[src/rtl/cca_pkg.sv]
package cca_pkg;

  localparam logic [15:0] BCAST_DEST = 16'hFFFF;
  localparam int unsigned HEADER_BYTES = 15;
  localparam logic        OP_TICK = 1'b0;
  localparam logic        OP_SEND = 1'b1;

  typedef enum logic [2:0] {
    EV_TX_START    = 3'd0,
    EV_ACCESS_FAIL = 3'd1,
    EV_RELEASE     = 3'd2,
    EV_TOO_LONG    = 3'd3,
    EV_FULL        = 3'd4,
    EV_RADIO_OFF   = 3'd5
  } event_e;

  typedef enum logic [2:0] {
    REG_MIN_BE         = 3'd0,
    REG_MAX_BE         = 3'd1,
    REG_MAX_RETRIES    = 3'd2,
    REG_CCA_TICKS      = 3'd3,
    REG_UNIT_TICKS     = 3'd4,
    REG_TICKS_PER_BYTE = 3'd5,
    REG_MAX_PAYLOAD    = 3'd6,
    REG_RADIO_ON       = 3'd7
  } reg_idx_e;

  typedef struct packed {
    logic        opcode;
    logic [7:0]  payload_bytes;
    logic [15:0] dest_addr;
    logic        broadcast;
    logic        channel_idle;
    logic [7:0]  random_bits;
  } in_item_t;

  typedef struct packed {
    logic [2:0]  event_res;
    logic [15:0] frame_dest;
    logic [8:0]  frame_bytes;
    logic [3:0]  busy_count;
  } out_item_t;

  typedef struct packed {
    logic [2:0] index;
    logic [7:0] data;
  } cfg_item_t;

  typedef struct packed {
    logic [15:0] dest;
    logic [8:0]  bytes;
  } frame_t;

  typedef struct packed {
    logic push;
    logic pop;
    logic flush;
  } fifo_ctl_t;

endpackage

[src/rtl/cca_stream_if.sv]
interface cca_stream_if #(
  parameter type payload_t = logic
);
  logic     valid;
  logic     ready;
  payload_t payload;

  modport source (output valid, output payload, input ready);
  modport sink   (input valid, input payload, output ready);
endinterface

[src/rtl/cca_ram.sv]
module cca_ram #(
  parameter int unsigned Width = 8,
  parameter int unsigned Depth = 8,
  localparam int unsigned AddrW = (Depth > 1) ? $clog2(Depth) : 1
) (
  input  logic             clk_i,
  input  logic             we_i,
  input  logic [AddrW-1:0] waddr_i,
  input  logic [Width-1:0] wdata_i,
  input  logic [AddrW-1:0] raddr_i,
  output logic [Width-1:0] rdata_o
);

  logic [Width-1:0] mem_q [Depth];

  always_ff @(posedge clk_i) begin
    if (we_i) begin
      mem_q[waddr_i] <= wdata_i;
    end
    rdata_o <= mem_q[raddr_i];
  end

endmodule

[src/rtl/cca_fifo.sv]
// Frame queue with the head shown first-word-fall-through; a write to the
// address being read in the same cycle is forwarded around the RAM.
module cca_fifo #(
  parameter int unsigned Depth = 8,
  localparam int unsigned PtrW = (Depth > 1) ? $clog2(Depth) : 1,
  localparam int unsigned LvlW = $clog2(Depth + 1)
) (
  input  logic              clk_i,
  input  logic              rst_ni,
  input  cca_pkg::fifo_ctl_t ctl_i,
  input  cca_pkg::frame_t   wdata_i,
  output cca_pkg::frame_t   head_o,
  output logic [LvlW-1:0]   level_o
);

  logic [PtrW-1:0] head_q, head_d, tail_q, tail_d;
  logic [LvlW-1:0] level_q, level_d;
  logic            fwd_valid_q, fwd_valid_d;
  cca_pkg::frame_t fwd_q, ram_rdata;

  function automatic logic [PtrW-1:0] ptr_inc(input logic [PtrW-1:0] p);
    return (p == PtrW'(Depth - 1)) ? '0 : p + PtrW'(1);
  endfunction

  always_comb begin
    head_d  = head_q;
    tail_d  = tail_q;
    level_d = level_q;
    if (ctl_i.flush) begin
      head_d  = '0;
      tail_d  = '0;
      level_d = '0;
    end else begin
      if (ctl_i.push) begin
        tail_d  = ptr_inc(tail_q);
        level_d = level_q + LvlW'(1);
      end
      if (ctl_i.pop) begin
        head_d  = ptr_inc(head_q);
        level_d = level_q - LvlW'(1);
      end
    end
    fwd_valid_d = ctl_i.push && !ctl_i.flush && (tail_q == head_d);
  end

  always_ff @(posedge clk_i or negedge rst_ni) begin
    if (!rst_ni) begin
      head_q      <= '0;
      tail_q      <= '0;
      level_q     <= '0;
      fwd_valid_q <= 1'b0;
    end else begin
      head_q      <= head_d;
      tail_q      <= tail_d;
      level_q     <= level_d;
      fwd_valid_q <= fwd_valid_d;
    end
  end

  always_ff @(posedge clk_i) begin
    fwd_q <= wdata_i;
  end

  cca_ram #(
    .Width ($bits(cca_pkg::frame_t)),
    .Depth (Depth)
  ) u_ram (
    .clk_i   (clk_i),
    .we_i    (ctl_i.push && !ctl_i.flush),
    .waddr_i (tail_q),
    .wdata_i (wdata_i),
    .raddr_i (head_d),
    .rdata_o (ram_rdata)
  );

  assign head_o  = fwd_valid_q ? fwd_q : ram_rdata;
  assign level_o = level_q;

endmodule

[src/rtl/csma_ca_tx_controller_core.sv]
// An accepted item is held in the input register and processed when the
// output can take it; its result, if any, is registered at the output.
// Throughput: one item per cycle unless output stalls; frame queue head is
// a RAM with registered read port and write-forward path; pops do not stall.
// Reset (async, active low): config registers to defaults, controller idle,
// queue empty; queue RAM contents are left undefined, no clearing pass.
module csma_ca_tx_controller_core #(
  parameter int unsigned FIFO_DEPTH = 8
) (
  input  logic         clk_i,
  input  logic         rst_ni,
  cca_stream_if.sink   in_i,
  cca_stream_if.source out_o,
  cca_stream_if.sink   cfg_i
);

  localparam int unsigned LvlW = $clog2(FIFO_DEPTH + 1);

  typedef enum logic [1:0] {
    PH_IDLE,
    PH_BACKOFF,
    PH_CCA,
    PH_TX
  } phase_e;

  // configuration
  logic [3:0] min_be_q, max_be_q;
  logic [2:0] max_retries_q;
  logic [7:0] cca_ticks_q, unit_ticks_q, max_payload_q;
  logic [3:0] tpb_q;
  logic       radio_on_q;

  // controller state
  phase_e          phase_q, phase_d;
  logic [3:0]      busy_q, busy_d;
  logic [3:0]      be_q, be_d;
  logic [15:0]     wait_q, wait_d;
  cca_pkg::frame_t cur_q, cur_d;

  // pipeline registers
  logic                in_valid_q;
  cca_pkg::in_item_t   in_q;
  logic                out_valid_q, out_valid_d;
  cca_pkg::out_item_t  out_q, out_d;

  logic                advance, cfg_wr, flush;
  cca_pkg::fifo_ctl_t  fifo_ctl;
  cca_pkg::frame_t     frame_req, fifo_head;
  logic [LvlW-1:0]     fifo_level;

  logic        res_valid, draw, start_next;
  logic [3:0]  draw_be, busy_inc;
  logic [4:0]  be_inc5;
  logic [3:0]  be_inc;
  logic [7:0]  mask;
  logic [15:0] backoff, cca_wait, air, wait_dec;

  assign advance = in_valid_q && (!out_valid_q || out_o.ready);
  assign in_i.ready = !in_valid_q || advance;
  assign cfg_i.ready = 1'b1;
  assign cfg_wr = cfg_i.valid;
  assign flush = cfg_wr && (cca_pkg::reg_idx_e'(cfg_i.payload.index) == cca_pkg::REG_RADIO_ON)
                 && !cfg_i.payload.data[0];

  assign frame_req.dest  = in_q.broadcast ? cca_pkg::BCAST_DEST : in_q.dest_addr;
  assign frame_req.bytes = 9'(cca_pkg::HEADER_BYTES) + 9'(in_q.payload_bytes);

  assign cca_wait = (cca_ticks_q == 8'd0) ? 16'd1 : 16'(cca_ticks_q);
  assign air      = 16'(cur_q.bytes * 13'(tpb_q));
  assign wait_dec = (wait_q != 16'd0) ? wait_q - 16'd1 : wait_q;
  assign be_inc5  = 5'(be_q) + 5'd1;
  assign be_inc   = (be_inc5 > 5'(max_be_q)) ? max_be_q : be_inc5[3:0];
  assign busy_inc = busy_q + 4'd1;

  assign mask    = (draw_be >= 4'd8) ? 8'hFF : ((8'd1 << draw_be[2:0]) - 8'd1);
  assign backoff = 16'(in_q.random_bits & mask) * 16'(unit_ticks_q);

  always_comb begin
    phase_d    = phase_q;
    busy_d     = busy_q;
    be_d       = be_q;
    wait_d     = wait_q;
    cur_d      = cur_q;
    fifo_ctl   = '0;
    res_valid  = 1'b0;
    out_d      = out_q;
    draw       = 1'b0;
    draw_be    = min_be_q;
    start_next = 1'b0;

    if (advance) begin
      if (in_q.opcode == cca_pkg::OP_SEND) begin
        out_d.frame_dest  = frame_req.dest;
        out_d.frame_bytes = frame_req.bytes;
        out_d.busy_count  = 4'd0;
        priority if (!radio_on_q) begin
          res_valid       = 1'b1;
          out_d.event_res = cca_pkg::EV_RADIO_OFF;
        end else if (in_q.payload_bytes > max_payload_q) begin
          res_valid       = 1'b1;
          out_d.event_res = cca_pkg::EV_TOO_LONG;
        end else if (phase_q == PH_IDLE) begin
          cur_d  = frame_req;
          busy_d = 4'd0;
          be_d   = min_be_q;
          draw   = 1'b1;
        end else if (fifo_level >= LvlW'(FIFO_DEPTH)) begin
          res_valid       = 1'b1;
          out_d.event_res = cca_pkg::EV_FULL;
        end else begin
          fifo_ctl.push = 1'b1;
        end
      end else if (phase_q != PH_IDLE) begin
        wait_d = wait_dec;
        if (wait_dec == 16'd0) begin
          out_d.frame_dest  = cur_q.dest;
          out_d.frame_bytes = cur_q.bytes;
          out_d.busy_count  = busy_q;
          unique case (phase_q)
            PH_IDLE: ;
            PH_BACKOFF: begin
              phase_d = PH_CCA;
              wait_d  = cca_wait;
            end
            PH_CCA: begin
              if (in_q.channel_idle) begin
                res_valid       = 1'b1;
                out_d.event_res = cca_pkg::EV_TX_START;
                phase_d         = PH_TX;
                wait_d          = (air == 16'd0) ? 16'd1 : air;
              end else begin
                be_d   = be_inc;
                busy_d = busy_inc;
                if (busy_inc <= 4'(max_retries_q)) begin
                  draw    = 1'b1;
                  draw_be = be_inc;
                end else begin
                  res_valid        = 1'b1;
                  out_d.event_res  = cca_pkg::EV_ACCESS_FAIL;
                  out_d.busy_count = busy_inc;
                  start_next       = 1'b1;
                end
              end
            end
            PH_TX: begin
              res_valid       = 1'b1;
              out_d.event_res = cca_pkg::EV_RELEASE;
              start_next      = 1'b1;
            end
          endcase
        end
      end
    end

    if (start_next) begin
      if (fifo_level == '0) begin
        phase_d = PH_IDLE;
        wait_d  = 16'd0;
        cur_d   = '0;
      end else begin
        fifo_ctl.pop = 1'b1;
        cur_d        = fifo_head;
        busy_d       = 4'd0;
        be_d         = min_be_q;
        draw         = 1'b1;
        draw_be      = min_be_q;
      end
    end

    // zero backoff goes straight to CCA without spending a tick
    if (draw) begin
      if (backoff == 16'd0) begin
        phase_d = PH_CCA;
        wait_d  = cca_wait;
      end else begin
        phase_d = PH_BACKOFF;
        wait_d  = backoff;
      end
    end

    if (flush) begin
      phase_d        = PH_IDLE;
      busy_d         = 4'd0;
      be_d           = 4'd0;
      wait_d         = 16'd0;
      cur_d          = '0;
      fifo_ctl.flush = 1'b1;
    end

    priority if (res_valid) begin
      out_valid_d = 1'b1;
    end else if (out_o.ready) begin
      out_valid_d = 1'b0;
    end else begin
      out_valid_d = out_valid_q;
    end
  end

  cca_fifo #(
    .Depth (FIFO_DEPTH)
  ) u_fifo (
    .clk_i   (clk_i),
    .rst_ni  (rst_ni),
    .ctl_i   (fifo_ctl),
    .wdata_i (frame_req),
    .head_o  (fifo_head),
    .level_o (fifo_level)
  );

  always_ff @(posedge clk_i or negedge rst_ni) begin
    if (!rst_ni) begin
      min_be_q      <= 4'd3;
      max_be_q      <= 4'd5;
      max_retries_q <= 3'd4;
      cca_ticks_q   <= 8'd8;
      unit_ticks_q  <= 8'd20;
      tpb_q         <= 4'd2;
      max_payload_q <= 8'd100;
      radio_on_q    <= 1'b1;
      phase_q       <= PH_IDLE;
      busy_q        <= 4'd0;
      be_q          <= 4'd0;
      wait_q        <= 16'd0;
      cur_q         <= '0;
      in_valid_q    <= 1'b0;
      out_valid_q   <= 1'b0;
      out_q         <= '0;
    end else begin
      if (cfg_wr) begin
        unique case (cca_pkg::reg_idx_e'(cfg_i.payload.index))
          cca_pkg::REG_MIN_BE:         min_be_q      <= cfg_i.payload.data[3:0];
          cca_pkg::REG_MAX_BE:         max_be_q      <= cfg_i.payload.data[3:0];
          cca_pkg::REG_MAX_RETRIES:    max_retries_q <= cfg_i.payload.data[2:0];
          cca_pkg::REG_CCA_TICKS:      cca_ticks_q   <= cfg_i.payload.data;
          cca_pkg::REG_UNIT_TICKS:     unit_ticks_q  <= cfg_i.payload.data;
          cca_pkg::REG_TICKS_PER_BYTE: tpb_q         <= cfg_i.payload.data[3:0];
          cca_pkg::REG_MAX_PAYLOAD:    max_payload_q <= cfg_i.payload.data;
          cca_pkg::REG_RADIO_ON:       radio_on_q    <= cfg_i.payload.data[0];
        endcase
      end
      phase_q     <= phase_d;
      busy_q      <= busy_d;
      be_q        <= be_d;
      wait_q      <= wait_d;
      cur_q       <= cur_d;
      in_valid_q  <= in_i.ready ? in_i.valid : in_valid_q;
      out_valid_q <= out_valid_d;
      if (res_valid) begin
        out_q <= out_d;
      end
    end
  end

  always_ff @(posedge clk_i) begin
    if (in_i.valid && in_i.ready) begin
      in_q <= in_i.payload;
    end
  end

  assign out_o.valid   = out_valid_q;
  assign out_o.payload = out_q;

  // an idle controller never holds queued frames
  a_idle_empty: assert property (@(posedge clk_i) disable iff (!rst_ni)
    (phase_q == PH_IDLE) |-> (fifo_level == '0))
    else $error("frames queued while idle");

  // every active phase has a pending countdown
  a_wait_live: assert property (@(posedge clk_i) disable iff (!rst_ni)
    (phase_q != PH_IDLE) |-> (wait_q != 16'd0))
    else $error("active phase with zero wait count");

  a_level_bound: assert property (@(posedge clk_i) disable iff (!rst_ni)
    fifo_level <= LvlW'(FIFO_DEPTH))
    else $error("queue level above depth");

  // a held result must not be overwritten by a new one
  a_no_overwrite: assert property (@(posedge clk_i) disable iff (!rst_ni)
    (out_valid_q && !out_o.ready) |-> !res_valid)
    else $error("result produced while output stalled");

endmodule

[src/flat_wrapper.sv]
// flat-port wrapper written by rule: the top's interface ports become plain ports
module csma_ca_tx_controller_core_flat 
#(
  parameter int unsigned FIFO_DEPTH = 8
)
  (clk_i, rst_ni, in_i_valid, in_i_payload, in_i_ready, out_o_valid, out_o_payload, out_o_ready, cfg_i_valid, cfg_i_payload, cfg_i_ready);
  cca_stream_if #(.payload_t(cca_pkg::in_item_t)) in_i_i ();
  cca_stream_if #(.payload_t(cca_pkg::out_item_t)) out_o_i ();
  cca_stream_if #(.payload_t(cca_pkg::cfg_item_t)) cfg_i_i ();
  input  logic clk_i;
  input  logic rst_ni;
  input wire logic [$bits(in_i_i.valid)-1:0] in_i_valid;
  input wire logic [$bits(in_i_i.payload)-1:0] in_i_payload;
  output wire logic [$bits(in_i_i.ready)-1:0] in_i_ready;
  output wire logic [$bits(out_o_i.valid)-1:0] out_o_valid;
  output wire logic [$bits(out_o_i.payload)-1:0] out_o_payload;
  input wire logic [$bits(out_o_i.ready)-1:0] out_o_ready;
  input wire logic [$bits(cfg_i_i.valid)-1:0] cfg_i_valid;
  input wire logic [$bits(cfg_i_i.payload)-1:0] cfg_i_payload;
  output wire logic [$bits(cfg_i_i.ready)-1:0] cfg_i_ready;
  assign in_i_i.valid = in_i_valid;
  assign in_i_i.payload = in_i_payload;
  assign in_i_ready = in_i_i.ready;
  assign out_o_valid = out_o_i.valid;
  assign out_o_payload = out_o_i.payload;
  assign out_o_i.ready = out_o_ready;
  assign cfg_i_i.valid = cfg_i_valid;
  assign cfg_i_i.payload = cfg_i_payload;
  assign cfg_i_ready = cfg_i_i.ready;
  csma_ca_tx_controller_core #(.FIFO_DEPTH(FIFO_DEPTH)) u_core (.clk_i(clk_i), .rst_ni(rst_ni), .in_i(in_i_i), .out_o(out_o_i), .cfg_i(cfg_i_i));
endmodule
[config.mk]
export PLATFORM = sky130hd
export DESIGN_NAME = csma_ca_tx_controller_core_flat
export DESIGN_NICKNAME = d
export VERILOG_FILES = /design/src/rtl/cca_pkg.sv /design/src/rtl/cca_stream_if.sv /design/src/rtl/cca_ram.sv /design/src/rtl/cca_fifo.sv /design/src/rtl/csma_ca_tx_controller_core.sv /design/src/flat_wrapper.sv
export SDC_FILE = /design/constraint.sdc
export NUM_CORES = 1
export LEC_CHECK = 0
export ABC_AREA = 1
export BUFFER_PORTS_ARGS = -buffer_cell sky130_fd_sc_hd__buf_4
export CAP_MARGIN = 20
export CELL_PAD_IN_SITES_DETAIL_PLACEMENT = 0
export CELL_PAD_IN_SITES_GLOBAL_PLACEMENT = 1
export CORE_MARGIN = 8
export CORE_UTILIZATION = 40
export DETAILED_ROUTE_END_ITERATION = 16
export GPL_TIMING_DRIVEN = 0
export PLACE_DENSITY_LB_ADDON = 0.1
export SLEW_MARGIN = 30
export SYNTH_ARGS = -nofsm -noshare
export SYNTH_HDL_FRONTEND = slang
export SYNTH_SLANG_ARGS = --single-unit
[constraint.sdc]
create_clock -name clk_i -period 9.4 [get_ports clk_i]
set_clock_uncertainty 0.1 [all_clocks]
set_input_delay 1.88 -clock clk_i [delete_from_list [all_inputs] [get_ports clk_i]]
set_output_delay 1.88 -clock clk_i [all_outputs]
set_load 0.01 [all_outputs]
==> results_dict.tcl <==
set metrics [dict create \
    grt_remaining_overflow 0 \
    cts_buffers 47 \
    cts_tree "yes" \
    boundaryPins 86 \
    met1_usage_pct 26.4 \
    peakVddDrop_mv 0.190 \
    vias 16900 \
    syn-instance-count 2383 \
    yosysTopAreaCellShare_pct 32.0 \
    clk_latency_ns 0.60 \
    area_growth_syn_to_layout_pct 16.4 \
    ys_top_cells_by_count "nand2_1 (404), nor2_1 (347), inv_1 (263), edfxtp_1 (235), o21ai_0 (222)" \
    hold_viol 0 \
    critPathMaxStageDelay_ns 0.54 \
    path_max_fanout 10 \
    ys_warn_count 0 \
    path_class "input pin to register" \
    die_h_um 251 \
    required_ns 9.81 \
    r2r_cells 41 \
    place_hpwl_mm 49.6 \
    synthMostInstantiatedCell "nand2_1" \
    synth-seq-cells 421 \
    fp.coreArea_mm2 0.0548 \
    yosysSeqAreaShare_pct 52.1 \
    grt_antenna_before_repair 0 \
    synth_top_cell_by_area "edfxtp_1" \
    drt_iter0_drc 952 \
    tightestPinTransition_ns 0.819 \
    min_period_ns 8.80 \
    p_comb_share_pct 33.3 \
    h-tree-depth 2 \
    synth_area_mm2 0.0220 \
    drive_above_1_share_pct 12.3 \
    cts.sinks 421 \
    drt-total-wl_mm 66.1 \
    synth_flop_cell "edfxtp_1" \
    slowest_stage "fa_1" \
    end_kind "register" \
    setup-violations-final 0 \
    synth_edf_count 235 \
    place_congestion 0.858 \
    start_kind "input pin" \
    status "finished, final reports clean" \
    syn_area_per_cell_um2 9.24 \
    nNetsFinal 2733 \
    final_area_mm2 0.0256 \
    critPathLaunch "out_o_ready" \
    worst_hold_startpoint "u_core.max_payload_q[3]" \
    min_period_over_period_pct 93.7 \
    async_reset_ff_share_pct 32.3 \
    p_int_mw 4.19 \
    leakagePower_nw 11.1 \
    antenna_cells 0 \
    max_freq_mhz 114 \
    synth_area_leaders "edfxtp_1 (32%), dfrtp_1 (14%), nand2_1 (6.9%)" \
    drcViolationCount 0 \
    postLayoutCoreUtil_pct 46.8 \
    dpl_cell_area_mm2 0.0239 \
    die_w_um 251 \
    swShare_pct 37.2 \
    cts_root_buf "clkbuf_16" \
    dieArea_mm2 0.0628 \
    grt_pass1_wl_mm 104 \
    cts_buffer_depth 3 \
    placedCellCount 3199 \
    drtAntennaViolNets 0 \
    min_path_type "register to register" \
    grt_usage_pct 21.1 \
    maxCapViolCount 0 \
    vias_per_cell 5.13 \
    fin_tns_setup_ns 0 \
    fin_cells 3291 \
    maxSlewViolCount 0 \
    clkPwrFrac_pct 29.1 \
    grt.met2_usage_pct 37.5 \
    grt_pass1_vias 17800 \
    std_cell_rows 86 \
    yosysUniqueCellTypes 60 \
    cp.arrival_ns 9.21 \
    timing.slew.headroom_pct 45.1 \
    grtUsageMet3_pct 2.57 \
    io_buffers 84 \
    pwr-share-seq_pct 37.6 \
    busiest_layer "met2" \
    synth_nets 2568 \
    min_delay_path_depth 2 \
    first_pass_iters 5 \
    r2r_start "u_core.wait_q[0]" \
    clk_pin_slew_ns 0.06 \
    fillCellCount 5271 \
    p_switching_mw 2.48 \
    wl_per_cell_um 20.1 \
    p_per_area_mw_per_mm2 260 \
    grt_max_degree 84 \
    cp_common_cell "inv_1" \
    initial_core_util_pct 40.2 \
]
[power groups by stage]
stage / clock network, mW / logic [mW] / registers [mW]
after floorplan: 0 / 1.49 / 2.47
after global placement: 0 / 2.19 / 2.54
after detailed placement: 0 / 2.22 / 2.54
after CTS: 1.98 / 2.24 / 2.51
after global routing: 2.06 / 2.53 / 2.54
final: 1.94 / 2.22 / 2.51
[flip-flops by register name, indices dropped and copies added (netlist names), 3 cells and up]
name / cells
u_core.unit_ticks_q: 8
u_core.u_fifo.level_o: 4
u_core.u_fifo.head_q: 3
u_core.u_fifo.fwd_q: 25
u_core.u_fifo.u_ram.rdata_o: 25
u_core.min_be_q: 4
u_core.be_q: 4
u_core.out_o.payload: 32
u_core.wait_q: 16
u_core.u_fifo.tail_q: 3
u_core.max_be_q: 4
u_core.max_payload_q: 8
u_core.cca_ticks_q: 8
u_core.busy_q: 4
u_core.in_q: 35
u_core.max_retries_q: 3
u_core.tpb_q: 4
u_core.cur_q: 25
u_core.u_fifo.u_ram.mem_q: 200
[layer usage]
layer / part of all wire [%] / vias to the layer above / wire (um)
met5: 0 / - / 0
met4: 2.8 / 0 / 1870
met2: 50 / 329 / 33200
met1: 43 / 8171 / 28400
li1: - / 8283 / -
met3: 3.8 / 96 / 2530
[critical path, delay by kind of cell]
family	cells	cell delay, ns
AO/OA/AOI/OAI	7	1.12
XOR/XNOR	1	0.23
adder cells (fa/ha/maj)	6	2.50
buffers and inverters	11	0.97
AND/OR/NAND/NOR	17	2.49
[cells by family after synthesis]
kind of cell / count (synthesis) / synth area share [%]
xor+xnor: 38 / 1.51
simple gates: 924 / 17.6
flops: 421 / 52.1
other cells: 1 / 0.0170
buf+inv: 369 / 6.81
compound gates: 489 / 12.2
fa+ha+maj: 134 / 9.35
mux: 7 / 0.318
[cell usage in the layout, fill, tap and decap left out, types with 18 or more instances in the layout]
cell type  synthesis  final
clkbuf_16          0     50
o211ai_1          18     18
xor2_1            29     27
ha_1              83     83
a21oi_1           59     58
nor2_1           347    343
o21ai_0          222    222
buf_4              3    110
dfrtp_1          123    123
buf_2             24     24
inv_1            263    262
clkbuf_1          53     60
edfxtp_1         235    235
nor3_1            26     20
o32ai_1           21     21
o21ai_1          123    123
fa_1              51     51
nand3_1           91     91
dfxtp_1           50     50
nand2_1          404    403
[metrics by stage]
step | total power [mW] | hold slack (ns) | setup WS [ns]
CTS | 6.73 | 0.391 | 0.0489
detailed placement | 4.76 | 0.376 | -0.722
global placement | 4.73 | 0.368 | -0.630
finish | 6.67 | 0.390 | 0.596
global route | 7.13 | 0.410 | -0.00980
floorplan | 3.96 | 0.353 | 1.05
[worst paths after layout]
kind / slack [ns] / to
worst max register to register: 0.71 / u_core.wait_q[6]
min in group asynchronous: 1.11 / u_core.out_o.payload[28]
max in group asynchronous: 7.25 / u_core.unit_ticks_q[4]
worst max-delay path: 0.60 / u_core.wait_q[6]
worst min-delay path: 0.39 / u_core.max_payload_q[3]
worst min register to register: 0.39 / u_core.max_payload_q[3]
[what timing repair did]
| item | in CTS | in global routing |
|---|---|---|
| endpoints found under the hold margin | 0 | 0 |
| hold buffers | 0 | 0 |
| setup endpoints to repair | 10 | 11 |
| buffers inserted | 0 | 4 |
| resized for setup | 1 | 7 |
| cloned | 0 | 0 |
| pin swaps | 0 | 2 |
[final cells by class]
| type | count | area [um2] | area share, % |
|---|---|---|---|
| Multi-Input combinational cell | 1593 | 9140 | 35.7 |
| Clock buffer | 64 | 1370 | 5.36 |
| Buffer | 94 | 465 | 1.82 |
| Sequential cell | 421 | 11500 | 44.8 |
| Inverter | 275 | 1040 | 4.04 |
| Tap cell | 704 | 881 | 3.44 |
| Clock inverter | 24 | 289 | 1.13 |
| Timing Repair Buffer | 116 | 966 | 3.77 |
Note: power is estimated with default switching activity, not from simulation.
